--- src/sv/sca_pkg.sv ---
package sca_pkg;

  localparam int unsigned SCA_CHANNELS = 8;
  localparam int unsigned SCA_IDX_W    = 6;

  localparam logic OP_START = 1'b0;
  localparam logic OP_STOP  = 1'b1;

  localparam logic [3:0] SLOT_ANY  = 4'hf;
  localparam logic [3:0] SLOT_NONE = 4'h0;

  localparam logic signed [31:0] LIFE_MAX = 32'sh7fffffff;

  localparam logic [31:0] PLAYER_RESET = 32'd1;

  typedef struct packed {
    logic        op;
    logic [31:0] entity;
    logic [3:0]  slot;
    logic [30:0] now;
    logic [31:0] player;
  } sca_req_t;

  typedef struct packed {
    logic                 valid;
    logic                 done;
    logic                 found;
    logic signed [31:0]   best;
    logic [SCA_IDX_W-1:0] pick;
  } sca_tok_t;

  typedef struct packed {
    logic                 we;
    logic [SCA_IDX_W-1:0] idx;
    logic [31:0]          entity;
    logic [3:0]           slot;
    logic                 active;
    logic [31:0]          end_time;
  } sca_wr_t;

endpackage

--- src/sv/sca_req_if.sv ---
interface sca_req_if;
  logic              valid;
  logic              ready;
  logic              op;
  logic [31:0]       entity;
  logic signed [3:0] entity_slot;
  logic [8:0]        sound_id;
  logic [23:0]       sound_length;
  logic [30:0]       now;
  logic              playable;

  modport source (
    output valid, op, entity, entity_slot, sound_id, sound_length, now, playable,
    input  ready
  );

  modport sink (
    input  valid, op, entity, entity_slot, sound_id, sound_length, now, playable,
    output ready
  );
endinterface

--- src/sv/sca_rsp_if.sv ---
interface sca_rsp_if;
  logic       valid;
  logic       ready;
  logic       found;
  logic [5:0] channel_index;
  logic       started;

  modport source (
    output valid, found, channel_index, started,
    input  ready
  );

  modport sink (
    input  valid, found, channel_index, started,
    output ready
  );
endinterface

--- src/sv/sca_cell.sv ---
module sca_cell
  import sca_pkg::*;
#(
  parameter int unsigned IDX = 0
) (
  input  logic     clk_i,
  input  logic     rst_ni,
  input  sca_req_t req_i,
  input  sca_wr_t  wr_i,
  input  sca_tok_t tok_i,
  output sca_tok_t tok_o
);

  localparam logic [SCA_IDX_W-1:0] MyIdx = SCA_IDX_W'(IDX);

  logic [31:0]        owner_q;
  logic [3:0]         slot_q;
  logic               active_q;
  logic [31:0]        end_q;
  sca_tok_t           tok_q, tok_d;

  logic               own_match;
  logic               stop_hit;
  logic               exact_hit;
  logic               guarded;
  logic signed [31:0] life;
  logic               live;
  logic               stop_clr;

  assign own_match = (owner_q == req_i.entity);
  assign stop_hit  = own_match && (slot_q == req_i.slot);
  assign exact_hit = (req_i.slot != SLOT_NONE) && own_match &&
                     ((slot_q == req_i.slot) || (req_i.slot == SLOT_ANY));
  assign guarded   = (owner_q == req_i.player) && (req_i.entity != req_i.player) && active_q;
  assign life      = $signed(end_q - {1'b0, req_i.now});
  assign live      = tok_i.valid && !tok_i.done;

  always_comb begin
    tok_d    = tok_i;
    stop_clr = 1'b0;
    if (live) begin
      if (req_i.op == OP_STOP) begin
        if (stop_hit) begin
          tok_d.done  = 1'b1;
          tok_d.found = 1'b1;
          tok_d.pick  = MyIdx;
          stop_clr    = 1'b1;
        end
      end else if (exact_hit) begin
        tok_d.done  = 1'b1;
        tok_d.found = 1'b1;
        tok_d.pick  = MyIdx;
      end else if (!guarded && (life < tok_i.best)) begin
        tok_d.best  = life;
        tok_d.found = 1'b1;
        tok_d.pick  = MyIdx;
      end
    end
  end

  always_ff @(posedge clk_i or negedge rst_ni) begin
    if (!rst_ni) begin
      tok_q    <= '0;
      owner_q  <= '0;
      slot_q   <= '0;
      active_q <= 1'b0;
      end_q    <= '0;
    end else begin
      tok_q <= tok_d;
      if (wr_i.we && (wr_i.idx == MyIdx)) begin
        owner_q  <= wr_i.entity;
        slot_q   <= wr_i.slot;
        active_q <= wr_i.active;
        end_q    <= wr_i.end_time;
      end else if (stop_clr) begin
        active_q <= 1'b0;
        end_q    <= '0;
      end
    end
  end

  assign tok_o = tok_q;

endmodule

--- src/sv/sound_channel_stealing_allocator_top.sv ---
// Sound channel allocator with voice stealing over CHANNELS dynamic channels.
// One request (start or stop) is handled at a time: a scan token walks the row
// of channel cells, one cell per clock, and the result is registered before it
// is offered. The next request is taken once the scan is done and the previous
// result has left or leaves in that cycle.
// A start first reuses a channel of the same entity and slot, else steals the
// channel with least remaining life; active channels of player_entity are kept
// unless the player asks. Write player_entity only while no request is open.
module sound_channel_stealing_allocator_top
  import sca_pkg::*;
#(
  parameter int unsigned CHANNELS = SCA_CHANNELS
) (
  input  logic        clk_i,
  input  logic        rst_ni,
  sca_req_if.sink     req_i,
  sca_rsp_if.source   rsp_o,
  input  logic        cfg_we_i,
  input  logic [31:0] cfg_data_i
);

  logic [31:0] player_q;
  logic        busy_q;
  logic        inj_q;
  logic        op_q;
  logic [31:0] entity_q;
  logic [3:0]  slot_q;
  logic [30:0] now_q;
  logic [23:0] len_q;
  logic        play_q;

  logic        out_valid_q;
  logic        out_found_q;
  logic [5:0]  out_idx_q;
  logic        out_started_q;

  logic        accept;
  sca_req_t    req;
  sca_wr_t     wr;
  sca_tok_t    tok [CHANNELS+1];
  sca_tok_t    tail;

  assign req_i.ready = !busy_q && (!out_valid_q || rsp_o.ready);
  assign accept      = req_i.valid && req_i.ready;

  assign req.op     = op_q;
  assign req.entity = entity_q;
  assign req.slot   = slot_q;
  assign req.now    = now_q;
  assign req.player = player_q;

  assign tok[0].valid = inj_q;
  assign tok[0].done  = 1'b0;
  assign tok[0].found = 1'b0;
  assign tok[0].best  = LIFE_MAX;
  assign tok[0].pick  = '0;

  for (genvar g = 0; g < CHANNELS; g++) begin : g_cell
    sca_cell #(
      .IDX (g)
    ) u_cell (
      .clk_i  (clk_i),
      .rst_ni (rst_ni),
      .req_i  (req),
      .wr_i   (wr),
      .tok_i  (tok[g]),
      .tok_o  (tok[g+1])
    );
  end

  assign tail = tok[CHANNELS];

  assign wr.we       = tail.valid && (op_q == OP_START) && tail.found;
  assign wr.idx      = tail.pick;
  assign wr.entity   = entity_q;
  assign wr.slot     = slot_q;
  assign wr.active   = play_q;
  assign wr.end_time = play_q ? ({1'b0, now_q} + {8'd0, len_q}) : '0;

  always_ff @(posedge clk_i or negedge rst_ni) begin
    if (!rst_ni) begin
      player_q    <= PLAYER_RESET;
      busy_q      <= 1'b0;
      inj_q       <= 1'b0;
      out_valid_q <= 1'b0;
    end else begin
      if (cfg_we_i) begin
        player_q <= cfg_data_i;
      end
      inj_q <= accept;
      if (accept) begin
        busy_q <= 1'b1;
      end else if (tail.valid) begin
        busy_q <= 1'b0;
      end
      if (tail.valid) begin
        out_valid_q <= 1'b1;
      end else if (rsp_o.ready) begin
        out_valid_q <= 1'b0;
      end
    end
  end

  always_ff @(posedge clk_i) begin
    if (accept) begin
      op_q     <= req_i.op;
      entity_q <= req_i.entity;
      slot_q   <= req_i.entity_slot;
      now_q    <= req_i.now;
      len_q    <= req_i.sound_length;
      play_q   <= req_i.playable;
    end
    if (tail.valid) begin
      out_found_q   <= tail.found;
      out_idx_q     <= tail.pick;
      out_started_q <= (op_q == OP_START) && tail.found && play_q;
    end
  end

  assign rsp_o.valid         = out_valid_q;
  assign rsp_o.found         = out_found_q;
  assign rsp_o.channel_index = out_idx_q;
  assign rsp_o.started       = out_started_q;

endmodule
--- src/flat_wrapper.sv ---
// flat-port wrapper written by rule: the top's interface ports become plain ports
module sound_channel_stealing_allocator_top_flat import sca_pkg::*;
#(
  parameter int unsigned CHANNELS = SCA_CHANNELS
)
  (clk_i, rst_ni, cfg_we_i, cfg_data_i, req_i_valid, req_i_op, req_i_entity, req_i_entity_slot, req_i_sound_id, req_i_sound_length, req_i_now, req_i_playable, req_i_ready, rsp_o_valid, rsp_o_found, rsp_o_channel_index, rsp_o_started, rsp_o_ready);
  sca_req_if req_i_i ();
  sca_rsp_if rsp_o_i ();
  input  logic clk_i;
  input  logic rst_ni;
  input  logic cfg_we_i;
  input  logic [31:0] cfg_data_i;
  input wire logic [$bits(req_i_i.valid)-1:0] req_i_valid;
  input wire logic [$bits(req_i_i.op)-1:0] req_i_op;
  input wire logic [$bits(req_i_i.entity)-1:0] req_i_entity;
  input wire logic [$bits(req_i_i.entity_slot)-1:0] req_i_entity_slot;
  input wire logic [$bits(req_i_i.sound_id)-1:0] req_i_sound_id;
  input wire logic [$bits(req_i_i.sound_length)-1:0] req_i_sound_length;
  input wire logic [$bits(req_i_i.now)-1:0] req_i_now;
  input wire logic [$bits(req_i_i.playable)-1:0] req_i_playable;
  output wire logic [$bits(req_i_i.ready)-1:0] req_i_ready;
  output wire logic [$bits(rsp_o_i.valid)-1:0] rsp_o_valid;
  output wire logic [$bits(rsp_o_i.found)-1:0] rsp_o_found;
  output wire logic [$bits(rsp_o_i.channel_index)-1:0] rsp_o_channel_index;
  output wire logic [$bits(rsp_o_i.started)-1:0] rsp_o_started;
  input wire logic [$bits(rsp_o_i.ready)-1:0] rsp_o_ready;
  assign req_i_i.valid = req_i_valid;
  assign req_i_i.op = req_i_op;
  assign req_i_i.entity = req_i_entity;
  assign req_i_i.entity_slot = req_i_entity_slot;
  assign req_i_i.sound_id = req_i_sound_id;
  assign req_i_i.sound_length = req_i_sound_length;
  assign req_i_i.now = req_i_now;
  assign req_i_i.playable = req_i_playable;
  assign req_i_ready = req_i_i.ready;
  assign rsp_o_valid = rsp_o_i.valid;
  assign rsp_o_found = rsp_o_i.found;
  assign rsp_o_channel_index = rsp_o_i.channel_index;
  assign rsp_o_started = rsp_o_i.started;
  assign rsp_o_i.ready = rsp_o_ready;
  sound_channel_stealing_allocator_top #(.CHANNELS(CHANNELS)) u_core (.clk_i(clk_i), .rst_ni(rst_ni), .req_i(req_i_i), .rsp_o(rsp_o_i), .cfg_we_i(cfg_we_i), .cfg_data_i(cfg_data_i));
endmodule
--- config.mk ---
export PLATFORM = sky130hd
export DESIGN_NAME = sound_channel_stealing_allocator_top_flat
export DESIGN_NICKNAME = d
export VERILOG_FILES = /design/src/sv/sca_pkg.sv /design/src/sv/sca_req_if.sv /design/src/sv/sca_rsp_if.sv /design/src/sv/sca_cell.sv /design/src/sv/sound_channel_stealing_allocator_top.sv /design/src/flat_wrapper.sv
export SDC_FILE = /design/constraint.sdc
export NUM_CORES = 2
export LEC_CHECK = 0
export CORE_ASPECT_RATIO = 1.5
export CORE_MARGIN = 2
export CORE_UTILIZATION = 25
export DETAILED_ROUTE_END_ITERATION = 12
export DONT_BUFFER_PORTS = 1
export GPL_ROUTABILITY_DRIVEN = 0
export HOLD_SLACK_MARGIN = 0.08
export MAX_ROUTING_LAYER = met4
export PLACE_DENSITY = 0.5
export SYNTH_ARGS = -nofsm -noshare
export SYNTH_HDL_FRONTEND = slang
export SYNTH_SLANG_ARGS = --single-unit
--- constraint.sdc ---
create_clock -name clk_i -period 5 [get_ports clk_i]
set_clock_uncertainty 0.15 [all_clocks]
set_input_delay 0.75 -clock clk_i [delete_from_list [all_inputs] [get_ports clk_i]]
set_output_delay 0.75 -clock clk_i [all_outputs]
set_load 0.01 [all_outputs]
==> results.json <==
{
  "slew-limit-headroom": 0.1926,
  "tightest_slew_ps": 1211,
  "grt_antenna_before_repair": 9,
  "grt_overflow": 0,
  "ys_types": 105,
  "critPathKind": "reg2reg",
  "max_freq_mhz": 174.2,
  "rows": 219,
  "seq_area_mm2": 0.02424,
  "cts_tree": "done",
  "first_iter_violations": 2980,
  "r2r_start": "u_core.now_q[1]",
  "drv_slew": 0,
  "h-tree-depth": 3,
  "worstSetupStartpoint": "u_core.now_q[1]",
  "synth.avg_cell_area_um2": 10.07,
  "cap_violations": 0,
  "wl_per_cell_um": 22.66,
  "violations": "negative setup slack",
  "clk_latency_ps": 770,
  "avgViaCountPerCell": 4.895,
  "critPathLaunchType": "flop",
  "layout-drive-gt1-share": 0.2499,
  "worstHoldPathType": "in2reg",
  "netlist_area_mm2": 0.05956,
  "die_w_um": 402.5,
  "vias": 48750,
  "ys_seq_area_frac": 0.4070,
  "fin_crit_sh": 1.148,
  "rsz0062_at_grt": "true",
  "final.setup.worst_slack_ps": -739.3,
  "synthCells": 5913,
  "irDropWorstVdd_v": 0.0003981,
  "clock_sinks": 949,
  "pre_cts_ws_ps": -1086,
  "syn2layout_area_growth_pct": 29.61,
  "drc": 0,
  "firstDrtPassIters": 5,
  "initial_core_util": 0.2513,
  "core_mm2": 0.2370,
  "final_common_cell": "dfrtp_1",
  "cts_buffers": 113,
  "design.die.area_mm2": 0.2422,
  "synth_edf_count": 98,
  "synthFlopType": "dfrtp_1",
  "cts-root-buf": "clkbuf_16",
  "first_global_vias": 51640,
  "grt_pass1_wl_mm": 329.2,
  "cp_max_fo": 8,
  "io_buffers": 0,
  "layout_common_cells": "dfrtp_1, buf_4, nand2_1, ha_1, xnor2_1",
  "min-delay-start": "cfg_we_i",
  "grt_max_degree": 236,
  "fillerInstances": 23970,
  "power.leakage_uw": 0.03721,
  "fin_crit_ps": 5739,
  "routed_wl_mm": 225.7,
  "hpwl_mm": 165.0,
  "synth-async-reset-ratio": 0.8967,
  "pwr_density_cell_mw_per_mm2": 493.7,
  "nNetsFinal": 7398,
  "synth-seq-cells": 949,
  "holdWs_ps": 198.8,
  "crit_required_ps": 5470,
  "setup-violations-final": 214,
  "io_pins": 149,
  "design_area_mm2": 0.07719,
  "crit_arrival_ps": 6210,
  "synth_warnings": 0,
  "end_kind": "flop",
  "ant_nets": 0,
  "clockBufferDepth": 3,
  "multi_input_area_mm2": 0.03525,
  "clk_pin_slew_ps": 60,
  "dpl_cell_area_mm2": 0.06873,
  "track_usage": 0.1870,
  "final_core_util": 0.3257,
  "hold_viol_final": 0,
  "status": "finished, violations left",
  "die_height_um": 601.8,
  "finalPower_uw": 38110
}
[cell type report]
type	instances	share of cell area
Antenna cell	3	0.00009725
Clock buffer	161	0.04331
Multi-Input combinational cell	4371	0.4566
Inverter	343	0.01683
Sequential cell	949	0.3140
Tap cell	3094	0.05015
Timing Repair Buffer	983	0.1111
Clock inverter	55	0.007894
[cell families after synthesis]
logic type | Yosys count | share of synthesized area
flops | 949 | 0.4070
buf+inv | 595 | 0.03912
xor+xnor | 817 | 0.1207
mux | 368 | 0.06960
compound gates | 1216 | 0.1416
other cells | 1 | 0.00006297
simple gates | 1469 | 0.1162
fa+ha+maj | 498 | 0.1058
[layer usage]
metal  global-route usage  routed length (µm)
met1               0.2020               86140
met3              0.01915                8921
met4              0.09202               12780
met2               0.3394              117800
met5                    -                   0
[worst max-delay path, cell delays in order, from the launching register on]
cell	delay [ps]
edfxtp_1	410
clkinvlp_4	120
buf_6	130
buf_8	120
fa_2	340
a21o_1	210
a211oi_4	280
o211ai_1	220
a31oi_1	180
buf_4	160
o31ai_4	80
a21oi_2	180
buf_6	140
a211oi_4	60
o31ai_2	220
xnor2_1	140
ha_1	310
nand4_1	110
buf_4	180
or4_4	540
o21ai_4	150
xnor2_2	90
a2111oi_4	310
nand2_4	200
buf_12	260
mux2_4	290
[final timing paths]
check	slack, ps	cells past startpoint	end
hold reg to reg	240	0	u_core.g_cell[3].u_cell.tok_o[40]
setup reg to reg	-740	25	u_core.g_cell[4].u_cell.tok_o[7]
max in group asynchronous	1160	5	u_core.g_cell[3].u_cell.tok_o[25]
setup / recovery	-740	25	u_core.g_cell[4].u_cell.tok_o[7]
min in group asynchronous	440	1	u_core.player_q[22]
hold / removal	200	2	u_core.player_q[24]
[cells in the mapped netlist (14+ instances only)]
cell,n,share of area
dfrtp_1,850,0.36
nor3_1,59,0.0050
a21o_1,162,0.020
or2_2,25,0.0026
o21ai_1,14,0.0012
xnor2_1,455,0.067
clkbuf_1,191,0.012
nor2_1,181,0.011
and3_1,24,0.0025
nand3_1,63,0.0053
ha_1,489,0.10
or3_1,20,0.0021
nor2b_1,42,0.0044
xor2_1,358,0.053
and2_1,23,0.0024
nor4_1,99,0.010
mux2_2,349,0.066
o21bai_1,37,0.0047
a22o_1,177,0.026
o21a_1,51,0.0064
o21ai_0,234,0.020
o211ai_1,26,0.0033
a21oi_1,264,0.022
nand4_1,146,0.015
edfxtp_1,98,0.049
a211oi_1,35,0.0044
nand2b_1,45,0.0047
a31oi_1,37,0.0039
nand2_1,699,0.044
inv_1,342,0.022
buf_2,47,0.0039
[through the flow]
step / instances / setup TNS [ps]
detailed placement: 9525 / -180240
global placement: 9525 / -174550
floorplan: 5915 / -8365
finish: 9959 / -113070
global route: 9958 / -155080
CTS: 9928 / -114340
[flip-flops by register name, summed over array words and instances, names as in the netlist]
register,flops
u_core.player_q,32
u_core.rsp_o.found,1
u_core.len_q,24
u_core.rsp_o.valid,1
u_core.inj_q,1
u_core.now_q,31
u_core.rsp_o.started,1
u_core.g_cell.u_cell.slot_q,32
u_core.play_q,1
u_core.entity_q,32
u_core.slot_q,4
u_core.g_cell.u_cell.end_q,256
u_core.g_cell.u_cell.owner_q,256
u_core.g_cell.u_cell.tok_o,264
u_core.op_q,1
u_core.busy_q,1
u_core.g_cell.u_cell.active_q,8
u_core.rsp_o.channel_index,3
[power by group]
part / leakage [µW] / switching (µW) / total, µW / internal (µW)
clock: 0.00195 / 3650 / 8870 / 5220
sequential: 0.0116 / 1810 / 11600 / 9790
combinational: 0.0237 / 9380 / 17600 / 8270
[what timing repair did]
action	4_1_cts	5_1_grt
hold endpoints to repair	213	0
cloned	13	6
setup endpoints to repair	216	225
gates resized for setup	294	227
pin swaps	105	119
setup buffers	51	36
hold buffers	128	0
(Power assumes the default switching activity.)
